**config.mk**
```make
export PLATFORM = sky130hd
export DESIGN_NAME = dual_mode_pid_controller_core
export DESIGN_NICKNAME = d
export VERILOG_FILES = /design/src/rtl/dmpid_pkg.sv /design/src/rtl/dmpid_terms.sv /design/src/rtl/dual_mode_pid_controller_core.sv
export SDC_FILE = /design/constraint.sdc
export NUM_CORES = 2
export LEC_CHECK = 0
export BUFFER_PORTS_ARGS = -buffer_cell sky130_fd_sc_hd__clkbuf_2
export CORE_ASPECT_RATIO = 0.7
export CORE_MARGIN = 4
export CORE_UTILIZATION = 50
export CTS_CLUSTER_DIAMETER = 80
export CTS_CLUSTER_SIZE = 12
export DETAILED_ROUTE_END_ITERATION = 10
export PLACE_DENSITY_LB_ADDON = 0.25
export SLEW_MARGIN = 20
export SYNTH_ARGS = -nofsm -noshare
export SYNTH_HDL_FRONTEND = slang
export SYNTH_SLANG_ARGS = --single-unit
```
**constraint.sdc**
```tcl
create_clock -name clk -period 16.6 [get_ports clk]
set_input_delay 0 -clock clk [delete_from_list [all_inputs] [get_ports clk]]
set_output_delay 0 -clock clk [all_outputs]
set_load 0.005 [all_outputs]
```
**src/rtl/dmpid_pkg.sv**
```systemverilog
// shared types, widths and register map for the dual mode pid controller
`default_nettype none

package dmpid_pkg;

    localparam int unsigned SampleWidth = 16;
    localparam int unsigned ErrorWidth  = SampleWidth + 1;
    localparam int unsigned DeltaWidth  = SampleWidth + 2;
    localparam int unsigned GainWidth   = 16;
    localparam int unsigned LimitWidth  = 15;
    localparam int unsigned SumWidth    = 32;
    localparam int unsigned AddrWidth   = 5;
    localparam int unsigned DataWidth   = 32;

    typedef enum logic [2:0] {
        REG_ANGLE_MODE     = 3'd0,
        REG_GAIN_P         = 3'd1,
        REG_GAIN_I         = 3'd2,
        REG_GAIN_D         = 3'd3,
        REG_INTEGRAL_LIMIT = 3'd4,
        REG_OUTPUT_LIMIT   = 3'd5
    } reg_index_t;

    typedef struct packed {
        logic                          angle_mode;
        logic signed [GainWidth-1:0]   gain_p;
        logic signed [GainWidth-1:0]   gain_i;
        logic signed [GainWidth-1:0]   gain_d;
        logic        [LimitWidth-1:0]  integral_limit;
        logic        [LimitWidth-1:0]  output_limit;
    } cfg_t;

endpackage

`default_nettype wire

```
**src/rtl/dmpid_terms.sv**
```systemverilog
// gain products, integral clamp, term sum and output clamp for one item
`default_nettype none

module dmpid_terms
    import dmpid_pkg::*;
(
    input  var cfg_t                         cfg,
    input  wire logic signed [ErrorWidth-1:0] error,
    input  wire logic signed [DeltaWidth-1:0] delta,
    input  wire logic signed [SumWidth-1:0]   integral_sum,
    output logic signed [SampleWidth-1:0]     drive,
    output logic                              clamped
);

    localparam int unsigned ProdPWidth = GainWidth + ErrorWidth;
    localparam int unsigned ProdDWidth = GainWidth + DeltaWidth;
    localparam int unsigned ProdIWidth = GainWidth + SumWidth;
    localparam int unsigned TotalWidth = ProdDWidth - 8 + 2;

    logic signed [ProdPWidth-1:0]   prod_p;
    logic signed [ProdDWidth-1:0]   prod_d;
    logic signed [ProdIWidth-1:0]   prod_i;
    logic signed [ProdIWidth-9:0]   shifted_i;
    logic signed [ProdIWidth-9:0]   ilim_pos;
    logic signed [ProdIWidth-9:0]   ilim_neg;
    logic signed [SampleWidth-1:0]  term_i;
    logic signed [TotalWidth-1:0]   total;
    logic signed [TotalWidth-1:0]   olim_pos;
    logic signed [TotalWidth-1:0]   olim_neg;

    always_comb
    begin
        prod_p = ProdPWidth'(cfg.gain_p) * ProdPWidth'(error);
        prod_d = ProdDWidth'(cfg.gain_d) * ProdDWidth'(delta);
        prod_i = ProdIWidth'(cfg.gain_i) * ProdIWidth'(integral_sum);

        // dropping the low byte is the floor shift
        shifted_i = prod_i[ProdIWidth-1:8];
        ilim_pos  = $signed({{(ProdIWidth-8-LimitWidth){1'b0}}, cfg.integral_limit});
        ilim_neg  = -ilim_pos;

        priority if (shifted_i > ilim_pos)
        begin
            term_i = SampleWidth'(ilim_pos);
        end
        else if (shifted_i < ilim_neg)
        begin
            term_i = SampleWidth'(ilim_neg);
        end
        else
        begin
            term_i = SampleWidth'(shifted_i);
        end

        total = TotalWidth'($signed(prod_p[ProdPWidth-1:8]))
              + TotalWidth'($signed(prod_d[ProdDWidth-1:8]))
              + TotalWidth'(term_i);

        olim_pos = $signed({{(TotalWidth-LimitWidth){1'b0}}, cfg.output_limit});
        olim_neg = -olim_pos;

        priority if (total > olim_pos)
        begin
            drive   = SampleWidth'(olim_pos);
            clamped = 1'b1;
        end
        else if (total < olim_neg)
        begin
            drive   = SampleWidth'(olim_neg);
            clamped = 1'b1;
        end
        else
        begin
            drive   = SampleWidth'(total);
            clamped = 1'b0;
        end
    end

endmodule

`default_nettype wire

```
**src/rtl/dual_mode_pid_controller_core.sv**
```systemverilog
// top level of the dual mode pid controller: handshakes, state and register file
//
//  channel   | direction | handshake                      | payload
//  ----------+-----------+--------------------------------+---------------------------------
//  s_axis    | in        | tvalid / tready                | tdata: four 16-bit samples
//  m_axis    | out       | tvalid / tready                | tdata: drive, tuser: clamped
//  apb       | in        | psel / penable / pwrite, ready | six control registers
//
// one item per cycle unless m_axis stalls; items pass input, stage one and result registers
// stage one forms the error, the derivative input and the saturated integral,
// stage two does the three gain products and both clamps into the result register
// integral sum and previous error change only when an item leaves the input register
// each stage holds while the one after it is full and stalled; reset clears state to zero

`default_nettype none

module dual_mode_pid_controller_core
    import dmpid_pkg::*;
(
    input  wire logic                  clk,
    input  wire logic                  rst_n,

    input  wire logic                  s_axis_tvalid,
    output logic                       s_axis_tready,
    // angle_target, angle_feedback, speed_target, speed_feedback
    input  wire logic [63:0]           s_axis_tdata,

    output logic                       m_axis_tvalid,
    input  wire logic                  m_axis_tready,
    // drive
    output logic [15:0]                m_axis_tdata,
    // clamped
    output logic                       m_axis_tuser,

    input  wire logic                  psel,
    input  wire logic                  penable,
    input  wire logic                  pwrite,
    input  wire logic [AddrWidth-1:0]  paddr,
    input  wire logic [DataWidth-1:0]  pwdata,
    output logic [DataWidth-1:0]       prdata,
    output logic                       pready
);

    cfg_t                           cfg_reg;
    reg_index_t                     reg_sel;
    logic                           cfg_write;

    logic                           in_valid_reg;
    logic signed [SampleWidth-1:0]  angle_target_reg;
    logic signed [SampleWidth-1:0]  angle_feedback_reg;
    logic signed [SampleWidth-1:0]  speed_target_reg;
    logic signed [SampleWidth-1:0]  speed_feedback_reg;

    logic                           mid_valid_reg;
    logic signed [DeltaWidth-1:0]   mid_delta_reg;
    logic signed [DeltaWidth-1:0]   mid_delta_next;
    logic signed [ErrorWidth-1:0]   prev_error_reg;
    logic signed [ErrorWidth-1:0]   prev_error_next;
    logic signed [SumWidth-1:0]     integral_sum_reg;
    logic signed [SumWidth-1:0]     integral_sum_next;
    logic signed [SumWidth:0]       integral_wide;

    logic                           out_valid_reg;
    logic signed [SampleWidth-1:0]  drive_reg;
    logic                           clamped_reg;
    logic signed [SampleWidth-1:0]  drive_next;
    logic                           clamped_next;

    logic                           out_ready;
    logic                           mid_ready;
    logic                           in_ready;
    logic                           in_fire;
    logic                           in_adv;
    logic                           mid_adv;

    // ---------------- configuration port ----------------
    assign pready    = 1'b1;
    assign cfg_write = psel && penable && pwrite && pready;
    assign reg_sel   = reg_index_t'(paddr[4:2]);

    always_ff @(posedge clk or negedge rst_n)
    begin
        if (!rst_n)
        begin
            cfg_reg.angle_mode     <= 1'b0;
            cfg_reg.gain_p         <= '0;
            cfg_reg.gain_i         <= '0;
            cfg_reg.gain_d         <= '0;
            cfg_reg.integral_limit <= '1;
            cfg_reg.output_limit   <= '1;
        end
        else if (cfg_write)
        begin
            case (reg_sel)
                REG_ANGLE_MODE:     cfg_reg.angle_mode     <= pwdata[0];
                REG_GAIN_P:         cfg_reg.gain_p         <= pwdata[GainWidth-1:0];
                REG_GAIN_I:         cfg_reg.gain_i         <= pwdata[GainWidth-1:0];
                REG_GAIN_D:         cfg_reg.gain_d         <= pwdata[GainWidth-1:0];
                REG_INTEGRAL_LIMIT: cfg_reg.integral_limit <= pwdata[LimitWidth-1:0];
                REG_OUTPUT_LIMIT:   cfg_reg.output_limit   <= pwdata[LimitWidth-1:0];
                default:            ;
            endcase
        end
    end

    always_comb
    begin
        case (reg_sel)
            REG_ANGLE_MODE:     prdata = DataWidth'(cfg_reg.angle_mode);
            REG_GAIN_P:         prdata = DataWidth'(cfg_reg.gain_p);
            REG_GAIN_I:         prdata = DataWidth'(cfg_reg.gain_i);
            REG_GAIN_D:         prdata = DataWidth'(cfg_reg.gain_d);
            REG_INTEGRAL_LIMIT: prdata = DataWidth'(cfg_reg.integral_limit);
            REG_OUTPUT_LIMIT:   prdata = DataWidth'(cfg_reg.output_limit);
            default:            prdata = '0;
        endcase
    end

    // ---------------- pipeline flow ----------------
    assign out_ready     = !out_valid_reg || m_axis_tready;
    assign mid_ready     = !mid_valid_reg || out_ready;
    assign in_ready      = !in_valid_reg || mid_ready;
    assign s_axis_tready = in_ready;
    assign in_fire       = s_axis_tvalid && in_ready;
    assign in_adv        = in_valid_reg && mid_ready;
    assign mid_adv       = mid_valid_reg && out_ready;

    always_ff @(posedge clk or negedge rst_n)
    begin
        if (!rst_n)
        begin
            in_valid_reg  <= 1'b0;
            mid_valid_reg <= 1'b0;
            out_valid_reg <= 1'b0;
        end
        else
        begin
            if (in_fire)
            begin
                in_valid_reg <= 1'b1;
            end
            else if (in_adv)
            begin
                in_valid_reg <= 1'b0;
            end

            if (in_adv)
            begin
                mid_valid_reg <= 1'b1;
            end
            else if (mid_adv)
            begin
                mid_valid_reg <= 1'b0;
            end

            if (mid_adv)
            begin
                out_valid_reg <= 1'b1;
            end
            else if (m_axis_tready)
            begin
                out_valid_reg <= 1'b0;
            end
        end
    end

    // ---------------- input register ----------------
    always_ff @(posedge clk)
    begin
        if (in_fire)
        begin
            angle_target_reg   <= s_axis_tdata[15:0];
            angle_feedback_reg <= s_axis_tdata[31:16];
            speed_target_reg   <= s_axis_tdata[47:32];
            speed_feedback_reg <= s_axis_tdata[63:48];
        end
    end

    // ---------------- stage one: error, derivative input, integral ----------------
    always_comb
    begin
        if (cfg_reg.angle_mode)
        begin
            prev_error_next = ErrorWidth'(angle_target_reg) - ErrorWidth'(angle_feedback_reg);
            mid_delta_next  = DeltaWidth'(speed_target_reg);
        end
        else
        begin
            prev_error_next = ErrorWidth'(speed_target_reg) - ErrorWidth'(speed_feedback_reg);
            mid_delta_next  = DeltaWidth'(prev_error_next) - DeltaWidth'(prev_error_reg);
        end

        integral_wide = (SumWidth+1)'(integral_sum_reg) + (SumWidth+1)'(prev_error_next);

        // top two bits disagree on overflow; the top bit gives its direction
        if (integral_wide[SumWidth] != integral_wide[SumWidth-1])
        begin
            integral_sum_next = integral_wide[SumWidth] ?
                {1'b1, {(SumWidth-1){1'b0}}} : {1'b0, {(SumWidth-1){1'b1}}};
        end
        else
        begin
            integral_sum_next = integral_wide[SumWidth-1:0];
        end
    end

    // the state registers double as the stage two operands of the item in flight
    always_ff @(posedge clk or negedge rst_n)
    begin
        if (!rst_n)
        begin
            prev_error_reg   <= '0;
            integral_sum_reg <= '0;
        end
        else if (in_adv)
        begin
            prev_error_reg   <= prev_error_next;
            integral_sum_reg <= integral_sum_next;
        end
    end

    always_ff @(posedge clk)
    begin
        if (in_adv)
        begin
            mid_delta_reg <= mid_delta_next;
        end
    end

    // ---------------- stage two: products and clamps ----------------
    dmpid_terms u_terms (
        .cfg          (cfg_reg),
        .error        (prev_error_reg),
        .delta        (mid_delta_reg),
        .integral_sum (integral_sum_reg),
        .drive        (drive_next),
        .clamped      (clamped_next)
    );

    always_ff @(posedge clk)
    begin
        if (mid_adv)
        begin
            drive_reg   <= drive_next;
            clamped_reg <= clamped_next;
        end
    end

    assign m_axis_tvalid = out_valid_reg;
    assign m_axis_tdata  = drive_reg;
    assign m_axis_tuser  = clamped_reg;

`ifndef SYNTH
    logic signed [SampleWidth-1:0] olim_s;
    assign olim_s = $signed({1'b0, cfg_reg.output_limit});

    a_drive_in_range: assert property (@(posedge clk) disable iff (!rst_n)
        out_valid_reg |-> (drive_reg <= olim_s) && (drive_reg >= -olim_s))
        else $error("drive outside the output limit");

    a_clamp_at_limit: assert property (@(posedge clk) disable iff (!rst_n)
        (out_valid_reg && clamped_reg) |-> (drive_reg == olim_s) || (drive_reg == -olim_s))
        else $error("clamped item does not sit on the output limit");

    a_state_holds: assert property (@(posedge clk) disable iff (!rst_n)
        !in_adv |=> $stable(integral_sum_reg) && $stable(prev_error_reg))
        else $error("loop state changed without an item moving");

    a_stall_means_full: assert property (@(posedge clk) disable iff (!rst_n)
        !s_axis_tready |-> in_valid_reg && mid_valid_reg && out_valid_reg)
        else $error("input stalled while a stage was empty");
`endif

endmodule

`default_nettype wire

```
==> impl_metrics.ini <==
[floorplan]
io_pins = 160
rows = 102
die-area_um2 = 118000
core_area_um2 = 111000
die_y_um = 289
start_util_pct = 50.7
die_w_um = 409

[worst_setup_path]
path_class = reg2reg
slowest_delay_ps = 1130
cp.arrival_ps = 16100
cp_max_fo = 30
startpoint_type = flip-flop
crit_path_end_kind = flip-flop
cp_data_required_time_ps = 16940
slowest_stage = dfrtp_1

[timing]
fmax_mhz = 63.5
finalCritPeriodShare_pct = 94.9
clock_skew_ps = 31.8
drv_slew = 0
rsz0062_at_grt = false
fin_crit_ps = 15760
final_hold_viol_count = 0
setup_viol = 0
tightestPinTransition_ps = 1230
tns_ps = 0
slew_headroom_pct = 18.3

[logic_synthesis]
syn_nets = 7901
ys.flop_type = dfrtp_1
synth-edff-count = 99
yosys_warnings = 0
avgSynthCellArea_um2 = 9.03
synth_seq_cells = 230
netlist_area_um2 = 56300
yosysSeqAreaShare_pct = 11.2
syn_inst = 6236
ys_async_sr_fraction_pct = 57.0
ys_types = 84

[place]
placed_area_um2 = 58500
placed_cells_incl_taps = 7693
hpwl_um = 128000
gp_congestion = 0.912
port_buffers = 140

[global_route]
grt_pass1_vias = 44174
grt_antenna_before_repair = 8
grt_start_max_net_pins = 78
grt_util_all_layers_pct = 27.3
grt_pass1_wl_um = 253000
grt_remaining_overflow = 0

[flow_run]
cap_violations = 0

[route]
first_pass_iters = 6
wl_um = 155000
ant_nets = 0
vias_per_cell = 5.44
vias = 42556
initialDrtViolationCount = 3347
wl_per_cell_um = 19.8
drc = 0

[finish]
syn_to_final_growth_pct = 6.92
final_nets = 7965
layout_common_cells = 1358 x inv_1, 1080 x fa_1, 814 x nand2_1
mostFrequentLayoutCell = inv_1
layout-drive-gt1-share_pct = 6.99
stdcell_area_um2 = 60200
layoutNonFillerInstCount = 7829
largest_reg_flops = 79

[clock_tree]
cts_root_buf = clkbuf_16
cts_made_buffers = 27
insertion_delay_ps = 620
clockBufferDepth = 3
cts_tree = done
path_clk_slew_ps = 70
cts_setup_buffers = 0
cts.sinks = 230
htreeDepth = 1

[worst_hold_path]
hold_class = in2reg

[outcome]
status = finished clean
==> worst max-delay path, delay by kind of cell (launching register included) <==
family	cells	cell delay, ps
buffers and inverters	9	1240
multiplexers	1	140
AND/OR/NAND/NOR	10	2390
AO/OA/AOI/OAI	22	5460
adder cells (fa/ha/maj)	11	4670
XOR/XNOR	2	350
flip-flops	1	1130
==> logic make-up (layout without fill, tap and decap cells) <==
logic type | after synthesis | in the layout | synth area share [%]
AOI/OAI and AO/OA | 769 | 769 | 8.50
xor gates and xnor gates | 209 | 209 | 3.25
adders and majority gates | 1560 | 1560 | 49.0
buffers and inverters | 1630 | 1714 | 11.0
DFF | 230 | 230 | 11.2
muxes | 125 | 125 | 2.44
other | 1 | 2 | 0.00666
and+or+nand+nor | 1712 | 1712 | 14.6
==> layer usage <==
layer | up-vias | GRT usage, % | wire length (µm)
li1 | 19330 | - | -
met4 | 0 | 3.88 | 2540
met3 | 154 | 6.96 | 16400
met5 | - | 0 | 0
met2 | 1662 | 39.5 | 62900
met1 | 21410 | 42.2 | 73500
==> Yosys cell counts, drive strengths merged, types with 18 or more instances <==
cell type | number | area (µm²)
inv | 1358 | 5100
fa | 1080 | 21600
nand2 | 814 | 3060
ha | 477 | 5970
and2 | 407 | 2550
clkbuf | 230 | 863
o21ai | 224 | 1120
a21oi | 221 | 1110
nor2 | 175 | 657
xnor2 | 153 | 1340
dfrtp | 101 | 2530
edfxtp | 99 | 2970
mux2 | 99 | 1110
a21o | 74 | 556
nand2b | 57 | 357
xor2 | 56 | 490
nor3 | 48 | 250
nor2b | 44 | 283
nand3 | 42 | 210
buf | 41 | 244
o21a | 33 | 248
dfstp | 30 | 788
mux2i | 26 | 260
nand4 | 26 | 163
and3 | 23 | 144
o31ai | 21 | 158
a211oi | 19 | 143
a31oi | 18 | 113
nor4 | 18 | 125
o21bai | 18 | 135
or2 | 18 | 113
==> final cells by class <==
class,count,area (µm²)
Tap cell,1508,1890
Timing Repair Buffer,306,2190
Sequential cell,230,6300
Fill cell,10118,50900
Antenna cell,1,2.50
Multi-Input combinational cell,4376,43900
Inverter,1359,5100
Clock inverter,8,106
Clock buffer,41,768
==> metrics by stage <==
step | worst slack, ps | util (%) | hold WS, ps
2_1_floorplan | 3130 | - | -296
3_3_place_gp | 1240 | 52.6 | 18.5
3_5_place_dp | 1110 | 52.6 | 20.7
4_1_cts | 1030 | 54.2 | 40.7
5_1_grt | 71.1 | 54.2 | 82.0
6_report | 841 | 54.2 | 89.0
==> repair_timing <==
action | 4_1_cts | 5_1_grt
setup endpoints to repair | 0 | 9
endpoints found under the hold margin | 202 | 0
gates resized for setup | 0 | 1
hold buffers | 86 | 0
==> worst paths after layout <==
| kind | start | end | slack (ps) | cells past startpoint |
|---|---|---|---|---|
| max | integral_sum_reg[3] | m_axis_tdata[0] | 840 | 55 |
| min | penable | cfg_reg[62] | 90 | 4 |
| max reg2reg | integral_sum_reg[3] | m_axis_tdata[0] | 840 | 55 |
| min reg2reg | in_valid_reg | mid_valid_reg | 500 | 1 |
| max in group asynchronous | rst_n | cfg_reg[78] | 15020 | 4 |
| min in group asynchronous | rst_n | cfg_reg[58] | 340 | 3 |
Power is not shown: default switching activity piles up to over one toggle a cycle in this logic, so the estimate is an artifact.
